==> src/hw/rtl/assert_macros.svh <==
// assertion macros shared by the recolour unit rtl
// no dependencies; included by modules that check their own logic
`ifndef ASSERT_MACROS_SVH
`define ASSERT_MACROS_SVH

// property must hold at every clock edge outside reset
`define ASSERT_CLK(label, clk, rst_n, prop) \
	label: assert property (@(posedge clk) disable iff (!rst_n) prop) else $error("assertion failed");

// condition must never be seen outside reset
`define ASSERT_NEVER(label, clk, rst_n, cond) \
	label: assert property (@(posedge clk) disable iff (!rst_n) !(cond)) else $error("forbidden condition");

`endif

==> src/hw/rtl/gccr_pkg.sv <==
// types and constants for the greedy clique colouring recolour unit
// no dependencies; used by gccr_ctrl, gccr_dp and the top level
package gccr_pkg;

	localparam int VERTEX_W = 6;
	localparam int ROW_W    = 64;
	localparam int COLOR_W  = 7;
	localparam int GAP_W    = 6;
	localparam int CMP_W    = 7;

	typedef struct packed {
		logic [VERTEX_W-1:0] vertex_id;
		logic [ROW_W-1:0]    adjacency_row;
		logic                order_end;
	} item_t;

	typedef struct packed {
		logic [VERTEX_W-1:0] out_vertex;
		logic [COLOR_W-1:0]  out_color;
		logic                out_last;
	} result_t;

	typedef struct packed {
		logic              recolor_enable;
		logic [GAP_W-1:0]  clique_gap;
	} cfg_t;

	// steps of a repair move
	typedef enum logic [2:0] {
		PH_RM_V,
		PH_RM_W,
		PH_AP_V,
		PH_AP_W,
		PH_RB_C,
		PH_RB_N,
		PH_RB_NX,
		PH_END
	} phase_t;

	typedef enum logic [1:0] {
		PK_REMOVE,
		PK_APPEND,
		PK_REBUILD,
		PK_DONE
	} ph_kind_t;

	typedef enum logic [5:0] {
		OP_IDLE,
		OP_LOAD,
		OP_START,
		OP_INFO_C,
		OP_FF_NEXT,
		OP_PLACE,
		OP_INFO_N,
		OP_LEN,
		OP_SCAN_RD,
		OP_SCAN_CHK,
		OP_N_NEXT,
		OP_W_ADJ,
		OP_INFO_NX,
		OP_NX_NEXT,
		OP_PH_INIT,
		OP_INFO_PH,
		OP_PH_RD,
		OP_RM_NEXT,
		OP_SH_RD,
		OP_SH_WR,
		OP_RM_END,
		OP_PH_SKIP,
		OP_AP_WR,
		OP_RB_ACC,
		OP_RB_END,
		OP_INFO_TOP,
		OP_DROP,
		OP_EM_INIT,
		OP_INFO_EC,
		OP_EM_RD,
		OP_EM_OUT,
		OP_EC_NEXT,
		OP_CLEAR
	} op_t;

	typedef enum logic [4:0] {
		S_IDLE,
		S_CHECK,
		S_FF_RD,
		S_FF_CHK,
		S_RP_NRD,
		S_RP_NLEN,
		S_RP_MRD,
		S_RP_MCHK,
		S_RP_NEVAL,
		S_RP_XRD,
		S_RP_XCHK,
		S_MV_NEXT,
		S_MV_RD,
		S_MV_LEN,
		S_RM_RD,
		S_RM_CHK,
		S_SH,
		S_SH_WR,
		S_RB_RD,
		S_RB_ACC,
		S_DROP_RD,
		S_DROP,
		S_EM_INIT,
		S_EM_CRD,
		S_EM_CLEN,
		S_EM_MRD,
		S_EM_OUT
	} state_t;

	typedef struct packed {
		op_t op;
	} cmd_t;

	typedef struct packed {
		logic     item_ok;
		logic     item_end;
		logic     ff_go_on;
		logic     rp_go;
		logic     n_done;
		logic     scan_done;
		logic     cnt_one;
		logic     nx_over;
		logic     nx_conflict;
		logic     found;
		logic     sh_last;
		ph_kind_t ph_kind;
		logic     top_empty;
		logic     held_zero;
		logic     ec_last;
		logic     out_free;
	} status_t;

endpackage

==> src/hw/rtl/gccr_ctrl.sv <==
// sequencer of the recolour unit: first fit, repair walk, move steps, emission
// depends on gccr_pkg; drives gccr_dp through cmd_t and reads status_t
module gccr_ctrl (
	input  logic                clk,
	input  logic                arst_n,
	input  logic                item_valid,
	output logic                item_ready,
	input  gccr_pkg::status_t   status,
	output gccr_pkg::cmd_t      cmd
);

	gccr_pkg::state_t state_q, state_d;

	always_ff @(posedge clk or negedge arst_n) begin
		if (!arst_n) begin
			state_q <= gccr_pkg::S_IDLE;
		end else begin
			state_q <= state_d;
		end
	end

	// next state
	always_comb begin
		state_d = state_q;
		unique case (state_q)
			gccr_pkg::S_IDLE: begin
				if (item_valid) state_d = gccr_pkg::S_CHECK;
			end
			gccr_pkg::S_CHECK: begin
				if (status.item_ok) state_d = gccr_pkg::S_FF_RD;
				else if (status.item_end) state_d = gccr_pkg::S_EM_INIT;
				else state_d = gccr_pkg::S_IDLE;
			end
			gccr_pkg::S_FF_RD: state_d = gccr_pkg::S_FF_CHK;
			gccr_pkg::S_FF_CHK: begin
				if (status.ff_go_on) state_d = gccr_pkg::S_FF_RD;
				else if (status.rp_go) state_d = gccr_pkg::S_RP_NRD;
				else if (status.item_end) state_d = gccr_pkg::S_EM_INIT;
				else state_d = gccr_pkg::S_IDLE;
			end
			gccr_pkg::S_RP_NRD: begin
				if (status.n_done) state_d = gccr_pkg::S_DROP_RD;
				else state_d = gccr_pkg::S_RP_NLEN;
			end
			gccr_pkg::S_RP_NLEN: state_d = gccr_pkg::S_RP_MRD;
			gccr_pkg::S_RP_MRD: begin
				if (status.scan_done) state_d = gccr_pkg::S_RP_NEVAL;
				else state_d = gccr_pkg::S_RP_MCHK;
			end
			gccr_pkg::S_RP_MCHK: state_d = gccr_pkg::S_RP_MRD;
			gccr_pkg::S_RP_NEVAL: begin
				if (status.cnt_one) state_d = gccr_pkg::S_RP_XRD;
				else state_d = gccr_pkg::S_RP_NRD;
			end
			gccr_pkg::S_RP_XRD: begin
				if (status.nx_over) state_d = gccr_pkg::S_RP_NRD;
				else state_d = gccr_pkg::S_RP_XCHK;
			end
			gccr_pkg::S_RP_XCHK: begin
				if (status.nx_conflict) state_d = gccr_pkg::S_RP_XRD;
				else state_d = gccr_pkg::S_MV_NEXT;
			end
			gccr_pkg::S_MV_NEXT: begin
				if (status.ph_kind == gccr_pkg::PK_DONE) state_d = gccr_pkg::S_DROP_RD;
				else state_d = gccr_pkg::S_MV_RD;
			end
			gccr_pkg::S_MV_RD: state_d = gccr_pkg::S_MV_LEN;
			gccr_pkg::S_MV_LEN: begin
				unique case (status.ph_kind)
					gccr_pkg::PK_REMOVE:  state_d = gccr_pkg::S_RM_RD;
					gccr_pkg::PK_REBUILD: state_d = gccr_pkg::S_RB_RD;
					default:              state_d = gccr_pkg::S_MV_NEXT;
				endcase
			end
			gccr_pkg::S_RM_RD: begin
				if (status.scan_done) state_d = gccr_pkg::S_MV_NEXT;
				else state_d = gccr_pkg::S_RM_CHK;
			end
			gccr_pkg::S_RM_CHK: begin
				if (status.found) state_d = gccr_pkg::S_SH;
				else state_d = gccr_pkg::S_RM_RD;
			end
			gccr_pkg::S_SH: begin
				if (status.sh_last) state_d = gccr_pkg::S_MV_NEXT;
				else state_d = gccr_pkg::S_SH_WR;
			end
			gccr_pkg::S_SH_WR: state_d = gccr_pkg::S_SH;
			gccr_pkg::S_RB_RD: begin
				if (status.scan_done) state_d = gccr_pkg::S_MV_NEXT;
				else state_d = gccr_pkg::S_RB_ACC;
			end
			gccr_pkg::S_RB_ACC: state_d = gccr_pkg::S_RB_RD;
			gccr_pkg::S_DROP_RD: state_d = gccr_pkg::S_DROP;
			gccr_pkg::S_DROP: begin
				if (status.item_end) state_d = gccr_pkg::S_EM_INIT;
				else state_d = gccr_pkg::S_IDLE;
			end
			gccr_pkg::S_EM_INIT: begin
				if (status.held_zero) state_d = gccr_pkg::S_IDLE;
				else state_d = gccr_pkg::S_EM_CRD;
			end
			gccr_pkg::S_EM_CRD: state_d = gccr_pkg::S_EM_CLEN;
			gccr_pkg::S_EM_CLEN: state_d = gccr_pkg::S_EM_MRD;
			gccr_pkg::S_EM_MRD: begin
				if (status.scan_done) begin
					if (status.ec_last) state_d = gccr_pkg::S_IDLE;
					else state_d = gccr_pkg::S_EM_CRD;
				end else if (status.out_free) begin
					state_d = gccr_pkg::S_EM_OUT;
				end
			end
			gccr_pkg::S_EM_OUT: state_d = gccr_pkg::S_EM_MRD;
			default: state_d = gccr_pkg::S_IDLE;
		endcase
	end

	// commands
	always_comb begin
		cmd.op     = gccr_pkg::OP_IDLE;
		item_ready = 1'b0;
		unique case (state_q)
			gccr_pkg::S_IDLE: begin
				item_ready = 1'b1;
				if (item_valid) cmd.op = gccr_pkg::OP_LOAD;
			end
			gccr_pkg::S_CHECK: begin
				if (status.item_ok) cmd.op = gccr_pkg::OP_START;
			end
			gccr_pkg::S_FF_RD: cmd.op = gccr_pkg::OP_INFO_C;
			gccr_pkg::S_FF_CHK: begin
				if (status.ff_go_on) cmd.op = gccr_pkg::OP_FF_NEXT;
				else cmd.op = gccr_pkg::OP_PLACE;
			end
			gccr_pkg::S_RP_NRD: begin
				if (!status.n_done) cmd.op = gccr_pkg::OP_INFO_N;
			end
			gccr_pkg::S_RP_NLEN: cmd.op = gccr_pkg::OP_LEN;
			gccr_pkg::S_RP_MRD: begin
				if (!status.scan_done) cmd.op = gccr_pkg::OP_SCAN_RD;
			end
			gccr_pkg::S_RP_MCHK: cmd.op = gccr_pkg::OP_SCAN_CHK;
			gccr_pkg::S_RP_NEVAL: begin
				if (status.cnt_one) cmd.op = gccr_pkg::OP_W_ADJ;
				else cmd.op = gccr_pkg::OP_N_NEXT;
			end
			gccr_pkg::S_RP_XRD: begin
				if (status.nx_over) cmd.op = gccr_pkg::OP_N_NEXT;
				else cmd.op = gccr_pkg::OP_INFO_NX;
			end
			gccr_pkg::S_RP_XCHK: begin
				if (status.nx_conflict) cmd.op = gccr_pkg::OP_NX_NEXT;
				else cmd.op = gccr_pkg::OP_PH_INIT;
			end
			gccr_pkg::S_MV_NEXT: cmd.op = gccr_pkg::OP_IDLE;
			gccr_pkg::S_MV_RD: cmd.op = gccr_pkg::OP_INFO_PH;
			gccr_pkg::S_MV_LEN: begin
				if (status.ph_kind == gccr_pkg::PK_APPEND) cmd.op = gccr_pkg::OP_AP_WR;
				else cmd.op = gccr_pkg::OP_LEN;
			end
			gccr_pkg::S_RM_RD: begin
				if (status.scan_done) cmd.op = gccr_pkg::OP_PH_SKIP;
				else cmd.op = gccr_pkg::OP_PH_RD;
			end
			gccr_pkg::S_RM_CHK: begin
				if (!status.found) cmd.op = gccr_pkg::OP_RM_NEXT;
			end
			gccr_pkg::S_SH: begin
				if (status.sh_last) cmd.op = gccr_pkg::OP_RM_END;
				else cmd.op = gccr_pkg::OP_SH_RD;
			end
			gccr_pkg::S_SH_WR: cmd.op = gccr_pkg::OP_SH_WR;
			gccr_pkg::S_RB_RD: begin
				if (status.scan_done) cmd.op = gccr_pkg::OP_RB_END;
				else cmd.op = gccr_pkg::OP_PH_RD;
			end
			gccr_pkg::S_RB_ACC: cmd.op = gccr_pkg::OP_RB_ACC;
			gccr_pkg::S_DROP_RD: cmd.op = gccr_pkg::OP_INFO_TOP;
			gccr_pkg::S_DROP: begin
				if (status.top_empty) cmd.op = gccr_pkg::OP_DROP;
			end
			gccr_pkg::S_EM_INIT: begin
				if (status.held_zero) cmd.op = gccr_pkg::OP_CLEAR;
				else cmd.op = gccr_pkg::OP_EM_INIT;
			end
			gccr_pkg::S_EM_CRD: cmd.op = gccr_pkg::OP_INFO_EC;
			gccr_pkg::S_EM_CLEN: cmd.op = gccr_pkg::OP_LEN;
			gccr_pkg::S_EM_MRD: begin
				if (status.scan_done) begin
					if (status.ec_last) cmd.op = gccr_pkg::OP_CLEAR;
					else cmd.op = gccr_pkg::OP_EC_NEXT;
				end else if (status.out_free) begin
					cmd.op = gccr_pkg::OP_EM_RD;
				end
			end
			gccr_pkg::S_EM_OUT: cmd.op = gccr_pkg::OP_EM_OUT;
			default: cmd.op = gccr_pkg::OP_IDLE;
		endcase
	end

endmodule

==> config.mk <==
export PLATFORM = sky130hd
export DESIGN_NAME = gccr_ctrl
export DESIGN_NICKNAME = d
export VERILOG_FILES = /design/src/hw/rtl/assert_macros.svh /design/src/hw/rtl/gccr_pkg.sv /design/src/hw/rtl/gccr_ctrl.sv
export SDC_FILE = /design/constraint.sdc
export NUM_CORES = 1
export LEC_CHECK = 0
export BUFFER_PORTS_ARGS = -buffer_cell sky130_fd_sc_hd__clkbuf_2
export CAP_MARGIN = 25
export CORE_MARGIN = 2
export CORE_UTILIZATION = 35
export CTS_CLUSTER_DIAMETER = 30
export DETAILED_ROUTE_END_ITERATION = 10
export PLACE_DENSITY = 0.63
export SLEW_MARGIN = 20
export SYNTH_ARGS = -nofsm -noshare
export SYNTH_HDL_FRONTEND = slang
export SYNTH_SLANG_ARGS = --single-unit
==> constraint.sdc <==
create_clock -name clk -period 1.9 [get_ports clk]
set_input_delay 0.19 -clock clk [delete_from_list [all_inputs] [get_ports clk]]
set_output_delay 0.19 -clock clk [all_outputs]
set_load 0.02 [all_outputs]
-- After elaboration in Yosys (flattened, before gate mapping)
Cells that the tools add are included.
- bits in registers: 5
- input port bits: 20
- word-level logic and storage cells: 79
- equal/unequal tests: 31
- multiplexer cells: 41
- reduce and logical (&&, ||, !) cells: 6
- operators by type and width (operator ; count):
    6-bit one-hot mux with 25 select lines ; 1
    5-bit one-hot mux with 25 select lines ; 1
    5-bit 2-to-1 mux ; 18
    5-bit == test, second input constant ; 11
    5-bit by 4-bit == test with 1-bit output, second input constant ; 8
    5-bit by 3-bit == test with 1-bit output, second input constant ; 4
    4-bit 2-to-1 mux ; 5
    6-bit 2-to-1 mux ; 3
    3-bit 2-to-1 mux ; 5
    5-bit by 2-bit == test with 1-bit output, second input constant ; 2
    5-bit one-hot mux with 2 select lines ; 1
    2-bit 2-to-1 mux ; 3
    2-bit OR reduction ; 3
    5-bit by 1-bit == test with 1-bit output, second input constant ; 1
    5-bit logical NOT ; 1
    2-bit == test, second input constant ; 2
    1-bit 2-to-1 mux ; 4
    3-bit inequality test, second input constant ; 1
    2-bit by 1-bit == test with 1-bit output, second input constant ; 1
    2-bit logical NOT ; 1
    2-bit inequality test, second input constant ; 1
    2-bit AND reduction ; 1

-- Depth between registers and ports, before layout
Gate-level depths: netlist of run 1.
- depth after elaboration: 4
- mapped depth: 7

-- Worst setup path after synthesis of run 1
Ideal clock, no wire load.
- path kind: flip-flop to output port
- start: register state_q[1]
- end: output cmd[4] (netlist name)
- arrival time: 1.727 ns
- required time: 1.710 ns
- setup slack: -0.017 ns
- cell stages (with the launch flop): 5
- path buffers: 2
- cells stage by stage: dfrtp_1 > buf_6 > buf_2 > a22oi_1 > o311ai_0
- RTL lines (item ; RTL line ; RTL):
    from (decl) ; gccr_ctrl.sv:12 ; gccr_pkg::state_t state_q, state_d;
    from (signal assigned) ; gccr_ctrl.sv:16 ; state_q <= gccr_pkg::S_IDLE;
    from (signal assigned) ; gccr_ctrl.sv:18 ; state_q <= state_d;
    to (decl) ; gccr_ctrl.sv:9 ; output gccr_pkg::cmd_t cmd

==> flow_summary_export.csv, run 1 <==
group,metric,value,unit
status,status,"finished, violations left",
status,failed_checks,"setup timing",
final_layout,fin_cells,297,
yosys,synth_area,1216,um^2
yosys,seq_area_frac_synth,0.1029,
floorplan,start_util,0.3645,
floorplan,fp.dieH,62.95,um
sta,max_freq,0.5063,GHz
final_layout,drive_gt1_frac,0.4303,
sta,relSlewSlack,0.7276,
power,ir_worst_vdd,0.0009204,V
sta,slew_viol_final,0,
floorplan,row_count,21,
grt,grt_overflow_total,0,
cts,cts.htree.levels,1,
cts,cts_inserted_buffers,3,
yosys,async_flop_share,1.000,
worst_hold_path,worst_hold_path_type,"in2reg",
placement,dp_hpwl,3.712,mm
drt,wire_per_inst,18.21,um
critical_path,r2r_slack,-60,ps
sta,min_period,1975,ps
cts,tritoncts,"done",
placement,gp_congestion,0.9859,
placement,port_buffers,26,
critical_path,critPathMaxFanout,6,
worst_hold_path,hold_depth,3,
yosys,yosys_most_used_dff,"dfrtp_1",
sta,fin_crit_sh,1.040,
yosys,synth_top_area_frac,0.1029,
yosys,synthCells,190,
cts,clkLatencyLatePin,260,ps
worst_hold_path,hp-start,"status[5]",
yosys,synth.most_common_cell,"nand2_1",
critical_path,path_class,"reg2out",
critical_path,rr_startpoint,"state_q[1]$_DFFE_PN0P_",
grt,grt_max_degree,28,
power,p_per_area,1691,nW/um^2
placement,place_inst,280,
yosys,synthTopCellsByArea,"dfrtp_1 (10%), a21oi_1 (7.0%), o21ai_0 (7.0%)",
drt,ant_nets,0,
grt,grt_pass1_vias,1634,
final_layout,reg_top3,"state_q x5",
drt,via_per_inst,6.259,
floorplan,dieWidth,62.95,um
yosys,synth_common_cells,"nand2_1 (22), a21oi_1 (17), o21ai_0 (17)",
critical_path,start_kind,"register",
sta,hold_violations,0,
grt,antenna_found_initial,0,
cts,clockRootBuffer,"clkbuf_4",
critical_path,reg2reg_to,"state_q[0]$_DFFE_PN0P_",
cts,path_clk_slew,50,ps
yosys,synth-edff-count,0,
critical_path,endpoint_kind,"primary output",
yosys,syn_nets,210,
yosys,ys_types,48,
drt,wl,5.408,mm
cts,clk_path_buf_depth,2,
yosys,synth_top_area_cell,"dfrtp_1",
grt,grt_pass1_wl,8.142,mm
sta,worstMarginPinSlew,404.3,ps
job,drv_cap,0,
yosys,ys_ff_latch,5,
yosys,yosysWarnings,0,
sta,finalClockSkew,10.72,ps
drt,drc,0,
final_layout,area_growth,55.76,%
final_layout,final_nets,272,
worst_hold_path,hold_path_end,"state_q[4]$_DFFE_PN0P_",
sta,worst_slack,-75.29,ps
placement,pre_cts_slack,0.2148,ps
final_layout,postLayoutCoreUtil,0.5677,
critical_path,worstPathRequired,1710,ps
cts,cts_sinks,5,
final_layout,largest_reg_flops,5,
grt,track_usage,0.2606,
critical_path,arrival,1790,ps
drt,vias,1859,
sta,setup_violations,4,
drt,firstDrtPassIters,7,
sta,rsz0062_at_grt,"true",
drt,drtIter0Drc,195,
floorplan,die-area,3962,um^2
final_layout,regMostFlops,"state_q",
yosys,syn_avg_cell_area,6.401,um^2
final_layout,antennaDiodeCount,0,
critical_path,worst_r2r_path_depth,9,
floorplan,core_area,3337,um^2
floorplan,io_pins,27,
power,leakage,0.8066,nW
power,total_power,3.203,mW
worst max-delay path by stage:
stage,from,cells past startpoint,endpoint
after global routing,state_q[1]$_DFFE_PN0P_,7,cmd[0]
after CTS,state_q[3]$_DFFE_PN0P_,7,cmd[1]
after floorplan,state_q[3]$_DFFE_PN0P_,4,cmd[3]
final,state_q[1]$_DFFE_PN0P_,6,cmd[1]
after detailed placement,state_q[1]$_DFFE_PN0P_,6,cmd[1]
after global placement,state_q[1]$_DFFE_PN0P_,6,cmd[1]
where the power goes:
group	switching [mW]	internal, mW
Sequential	0.0823	0.163
Clock	0.0503	0.0798
Combinational	1.52	1.30
Total	1.66	1.55
cell families (layout without fill, tap and decap cells):
group	Yosys count	in the layout	share of synthesized area
buf+inv	23	84	0.09979
simple gates	87	87	0.3868
flops	5	5	0.1029
compound gates	73	73	0.3940
mux	2	2	0.01646
worst max-delay path, cell delays in order (launching register included):
cell      delay (ps)
dfrtp_2          410
buf_6            150
buf_4            160
o41ai_2          410
a21oi_2          120
o211ai_1         110
buf_4            170
cells in the final DEF (no fill, tap or decap), types with 5 or more instances in the layout:
cell type	instances
buf_4	40
nand2_1	21
clkbuf_2	21
o21ai_0	12
a21oi_1	12
nand3_1	9
nor3_1	9
nand2b_1	8
o211ai_1	8
nor2_1	6
buf_6	6
inv_1	5
a21oi_2	5
layout make-up:
type                            instances  area (um^2)
Clock buffer                            4        26.28
Fill cell                             326         1443
Inverter                                7        28.78
Multi-Input combinational cell        162         1086
Sequential cell                         5        128.9
Tap cell                               46        57.56
Timing Repair Buffer                   73        566.8
layer usage:
layer | wire length, um | global-route usage | vias to the layer above | part of all wire
met3 | 537 | 0.03423 | 30 | 0.099
met4 | 248 | 0.1194 | 0 | 0.046
met2 | 2471 | 0.4003 | 133 | 0.46
met1 | 2150 | 0.3592 | 850 | 0.40
li1 | - | - | 846 | -
met5 | 0 | 0 | - | 0
stage by stage:
stage                     TNS [ps]  hold slack, ps  area [um^2]
after floorplan                  0          -105.6         1216
after global placement      -59.17           13.01         1589
after detailed placement         0           13.58         1589
after CTS                   -32.13           245.0         1765
after global routing        -466.4           254.0         1894
final                       -153.3           241.2         1894
what timing repair did:
action | CTS | global route
setup endpoints to repair | 6 | 6
hold endpoints to repair | 5 | 0
buffers inserted | 8 | 3
gates resized for setup | 28 | 28
pin swaps | 5 | 13
hold buffers | 1 | 0
gates cloned | 0 | 1
(Power assumes the default switching activity.)
==> run 2, diff against run 1 <==
--- a/config.mk
+++ b/config.mk
@@ -12,6 +12,7 @@
 export CTS_CLUSTER_DIAMETER = 30
 export DETAILED_ROUTE_END_ITERATION = 10
 export PLACE_DENSITY = 0.63
+export SKIP_CTS_REPAIR_TIMING = 1
 export SLEW_MARGIN = 20
 export SYNTH_ARGS = -nofsm -noshare
 export SYNTH_HDL_FRONTEND = slang
==> run 2 against run 1 <==
- the run still ends with setup timing left
- fmax is 2.0% lower
- setup slack lost 40 ps
- hold slack improved by 4.0 ps
- clock power is essentially flat
- combinational power down 8.8%
- routed wire length is 4.3% lower
- design area fell by 3.4%
- clock-buffer cell count stayed put
- critical path type unchanged
- critical endpoint unchanged
- first-iteration DRC count is 19% higher
- total power shrank 7.1%
- final cell count down 0.67%
- critical path depth stayed put
==> flow_summary_export.csv, run 2 (synthesized netlist as in run 1, its figures left out) <==
group,metric,value,unit
cts,clkLatencyLatePin,260,ps
final_layout,final_common_cell,"buf_4",
sta,finalClockSkew,10.35,ps
critical_path,arrival,1830,ps
floorplan,dieWidth,62.95,um
sta,hold_violations,0,
floorplan,row_count,21,
sta,min_period,2015,ps
floorplan,start_util,0.3645,
cts,tritoncts,"done",
critical_path,crit_top_cell,"buf_4",
drt,ant_nets,0,
placement,port_buffers,26,
floorplan,core_area,3337,um^2
final_layout,regMostFlops,"state_q",
drt,drc,0,
final_layout,final_nets,270,
sta,setup_violations,3,
final_layout,fin_cells,295,
critical_path,critPathMaxFanout,6,
placement,place_inst,280,
grt,grt_overflow_total,0,
grt,grt_pass1_wl,7.576,mm
grt,track_usage,0.2441,
cts,cts_inserted_buffers,3,
sta,tns,-151.4,ps
cts,clockRootBuffer,"clkbuf_4",
critical_path,slowest_delay,460,ps
floorplan,die-area,3962,um^2
critical_path,crit_chain,"buf_6 > buf_4 > o41ai_2 > a21oi_1 > o211ai_1 > buf_4",
status,status,"finished, violations left",
floorplan,fp.dieH,62.95,um
grt,grt_pass1_vias,1543,
power,p_per_area,1627,nW/um^2
final_layout,layout_common_cells,"buf_4 (41), nand2_1 (22), clkbuf_2 (21), a21oi_1 (14), o21ai_0 (11)",
power,ir_worst_vdd,0.0009279,V
drt,vias,1821,
placement,dp_hpwl,3.712,mm
cts,cts.htree.levels,1,
floorplan,io_pins,27,
final_layout,largest_reg_flops,5,
sta,worst_slack,-115.3,ps
drt,firstDrtPassIters,5,
grt,antenna_found_initial,0,
drt,via_per_inst,6.173,
sta,relSlewSlack,0.7450,
critical_path,endpoint_kind,"primary output",
cts,cts_sinks,5,
final_layout,reg_top3,"state_q x5",
final_layout,fillers,329,
cts,clk_path_buf_depth,2,
sta,fin_crit_sh,1.061,
critical_path,cp_top_family,"compound AO/OA/AOI/OAI gates",
sta,worstMarginPinSlew,378.4,ps
drt,wire_per_inst,17.54,um
job,drv_cap,0,
final_layout,antennaDiodeCount,0,
critical_path,path_class,"reg2out",
critical_path,cp_slowest_cell,"dfrtp_2",
cts,path_clk_slew,50,ps
placement,gp_congestion,0.9859,
final_layout,drive_gt1_frac,0.4016,
critical_path,crit_buf_inv,3,
sta,max_freq,0.4962,GHz
drt,wl,5.174,mm
grt,grt_max_degree,28,
placement,pre_cts_slack,0.2148,ps
final_layout,area_growth,50.51,%
sta,rsz0062_at_grt,"true",
critical_path,worstPathRequired,1710,ps
drt,drtIter0Drc,233,
status,failed_checks,"setup timing",
critical_path,start_kind,"register",
worst_hold_path,worst_hold_path_type,"in2reg",
power,leakage,0.7706,nW
sta,slew_viol_final,0,
## run 2: path summary, 6_finish.rpt
kind | cells past startpoint | to | start | slack [ps]
setup / recovery | 6 | cmd[1] | state_q[1]$_DFFE_PN0P_ | -120
hold / removal | 3 | state_q[4]$_DFFE_PN0P_ | status[5] | 250
setup reg to reg | 6 | state_q[3]$_DFFE_PN0P_ | state_q[0]$_DFFE_PN0P_ | 100
hold reg to reg | 3 | state_q[4]$_DFFE_PN0P_ | state_q[4]$_DFFE_PN0P_ | 780
max in group asynchronous | 2 | state_q[2]$_DFFE_PN0P_ | arst_n | 1450
min in group asynchronous | 2 | state_q[1]$_DFFE_PN0P_ | arst_n | 280
## run 2: layout make-up
type	count	area, um^2	share of cell area
multi-input combinational	162	1072	0.5858
timing repair buffer	71	518.0	0.2830
sequential	5	130.1	0.07109
tap	46	57.56	0.03144
clock buffer	4	26.28	0.01435
inverter	7	26.28	0.01435
## run 2: per-stage QoR
| stage | power, mW | area, um^2 | hold WS [ps] | util |
|---|---|---|---|---|
| floorplan | 1.615 | 1216 | -105.6 | - |
| global route | 3.188 | 1831 | 254.0 | 0.5486 |
| global placement | 2.419 | 1589 | 13.01 | 0.4762 |
| CTS | 2.538 | 1615 | -259.4 | 0.4841 |
| detailed placement | 2.397 | 1589 | 13.58 | 0.4762 |
| finish | 2.977 | 1831 | 245.2 | 0.5486 |
## run 2: layer usage
layer,part of all wire,up-vias,wire length [um],track usage
met1,0.40,834,2058,0.3373
met3,0.11,21,587,0.03604
met4,0.037,0,191,0.1056
li1,-,838,-,-
met5,0,-,0,0
met2,0.45,128,2338,0.3737
## run 2: power by group
part	total (mW)	switching (mW)	leakage [nW]	internal, mW
registers	0.264	0.0993	0.0583	0.165
clock network	0.129	0.0489	0.0150	0.0798
logic	2.58	1.43	0.697	1.15
total	2.98	1.58	0.771	1.40
## run 2: tightest hold or removal path: cells and delay by family
family	cells	cell delay (ps)
simple gates	1	70
buf+inv	1	130
compound gates	1	80
==> run 3, diff against run 2 <==
--- a/config.mk
+++ b/config.mk
@@ -8,10 +8,10 @@
 export BUFFER_PORTS_ARGS = -buffer_cell sky130_fd_sc_hd__clkbuf_2
 export CAP_MARGIN = 25
 export CORE_MARGIN = 2
-export CORE_UTILIZATION = 35
+export CORE_UTILIZATION = 55
 export CTS_CLUSTER_DIAMETER = 30
 export DETAILED_ROUTE_END_ITERATION = 10
-export PLACE_DENSITY = 0.63
+export PLACE_DENSITY = 0.88
 export SKIP_CTS_REPAIR_TIMING = 1
 export SLEW_MARGIN = 20
 export SYNTH_ARGS = -nofsm -noshare
==> run 3 against run 2 <==
- the flow still finishes with violations (setup timing)
- first-iteration DRC count down 3.9%
- critical endpoint unchanged
- clock-buffer cell count unchanged
- combinational power down 5%
- die area down 34%
- sequential share of layout area up 0.52 points
==> flow_summary_export.csv, run 3 (synthesized netlist as in run 1, its figures left out) <==
group,metric,value,unit
status,status,"finished, violations left",
status,failed_checks,"setup timing",
sta,min_period,1992,ps
critical_path,worstPathRequired,1710,ps
cts,cts.htree.levels,1,
cts,tritoncts,"done",
sta,slew_viol_final,0,
final_layout,postLayoutCoreUtil,0.7944,
final_layout,layout_common_cells,"buf_4 (29), nand2_1 (22), clkbuf_2 (22), o21ai_0 (15), a21oi_1 (14)",
drt,via_per_inst,7.417,
cts,clk_path_buf_depth,2,
grt,grt_overflow_total,0,
sta,relSlewSlack,0.5912,
grt,track_usage,0.3382,
sta,rsz0062_at_grt,"true",
critical_path,critPathMaxFanout,7,
grt,antenna_found_initial,0,
final_layout,fin_cells,264,
sta,setup_violations,5,
placement,pre_cts_slack,58.20,ps
placement,gp_congestion,1.181,
drt,drtIter0Drc,224,
final_layout,area_growth,40.33,%
grt,grt_max_degree,24,
cts,path_clk_slew,50,ps
power,ir_worst_vdd,0.001798,V
placement,port_buffers,26,
final_layout,final_common_cell,"buf_4",
cts,clockRootBuffer,"clkbuf_4",
drt,ant_nets,0,
sta,max_freq,0.5020,GHz
final_layout,final_nets,257,
sta,tns,-210.7,ps
final_layout,largest_reg_flops,5,
drt,drc,0,
floorplan,start_util,0.5661,
sta,finalClockSkew,12.38,ps
critical_path,path_class,"reg2out",
drt,firstDrtPassIters,5,
drt,wire_per_inst,20.98,um
grt,grt_pass1_vias,1416,
grt,grt_pass1_wl,6.762,mm
cts,cts_sinks,5,
final_layout,antennaDiodeCount,0,
critical_path,start_kind,"register",
floorplan,dieWidth,51.03,um
critical_path,arrival,1800,ps
power,p_per_area,1675,nW/um^2
floorplan,fp.dieH,51.03,um
drt,vias,1958,
final_layout,drive_gt1_frac,0.3856,
final_layout,reg_top3,"state_q x5",
placement,place_inst,249,
placement,dp_hpwl,3.322,mm
sta,worst_slack,-92.23,ps
floorplan,core_area,2148,um^2
sta,fin_crit_sh,1.049,
job,drv_cap,0,
final_layout,regMostFlops,"state_q",
floorplan,row_count,17,
critical_path,r2r_slack,50,ps
floorplan,die-area,2604,um^2
sta,hold_violations,0,
power,leakage,0.7064,nW
critical_path,endpoint_kind,"primary output",
cts,clkLatencyLatePin,250,ps
cts,cts_inserted_buffers,3,
floorplan,io_pins,27,
worst_hold_path,worst_hold_path_type,"in2reg",
sta,worstMarginPinSlew,604.9,ps
drt,wl,5.540,mm
## run 3: changes by cell type in the layout (fill, tap and decap cells not counted), moves of 3 or more
cell and change:
buf_6 -3, o21ai_0 +4, buf_4 -12, o21ai_1 -6, nand2b_1 -4, nand2b_2 +3
## run 3: critical path: stages (launching register included)
cell and delay [ps]:
dfrtp_2 470, and2b_2 280, nand3_1 160, nor3_4 250, a21oi_2 80, o211ai_1 130
buf_4 180
## run 3: stage by stage
| stage | power, mW | area [um^2] | hold slack (ps) |
|---|---|---|---|
| final | 2.859 | 1707 | 265.7 |
| after CTS | 2.359 | 1495 | -253.6 |
| after detailed placement | 2.225 | 1469 | 9.946 |
| after floorplan | 1.615 | 1216 | -105.6 |
| after global placement | 2.196 | 1469 | 9.317 |
| after global routing | 2.984 | 1707 | 279.9 |
## run 3: routing by layer
metal  global-route usage  up-vias  routed length, um
met4              0.09009        0                521
li1                     -      814                  -
met5                    0        -                  0
met1               0.4492      835               1820
met2               0.5368      226               2260
met3              0.09064       83                938
## run 3: where the power goes
part           switching [mW]  internal (mW)
Clock                  0.0490         0.0797
Combinational            1.45           1.01
Sequential              0.101          0.164
Total                    1.60           1.25
## run 3: final cells by class
type,instances,area (um^2)
clock buffers,4,26.28
inverters,7,30.03
flip-flops and latches,5,130.1
repair buffers,58,404.1
fillers,156,441.7
multi-input cells,162,1081
well taps,28,35.03
## run 3: final timing paths
kind                                        startpoint                     end  depth (start not counted)
worst min-delay path                         status[5]  state_q[4]$_DFFE_PN0P_                          3
worst max register to register  state_q[1]$_DFFE_PN0P_  state_q[4]$_DFFE_PN0P_                          6
worst max-delay path            state_q[1]$_DFFE_PN0P_                  cmd[1]                          6
max in group asynchronous                       arst_n  state_q[3]$_DFFE_PN0P_                          2
worst min register to register  state_q[0]$_DFFE_PN0P_  state_q[3]$_DFFE_PN0P_                          2
min in group asynchronous                       arst_n  state_q[1]$_DFFE_PN0P_                          2
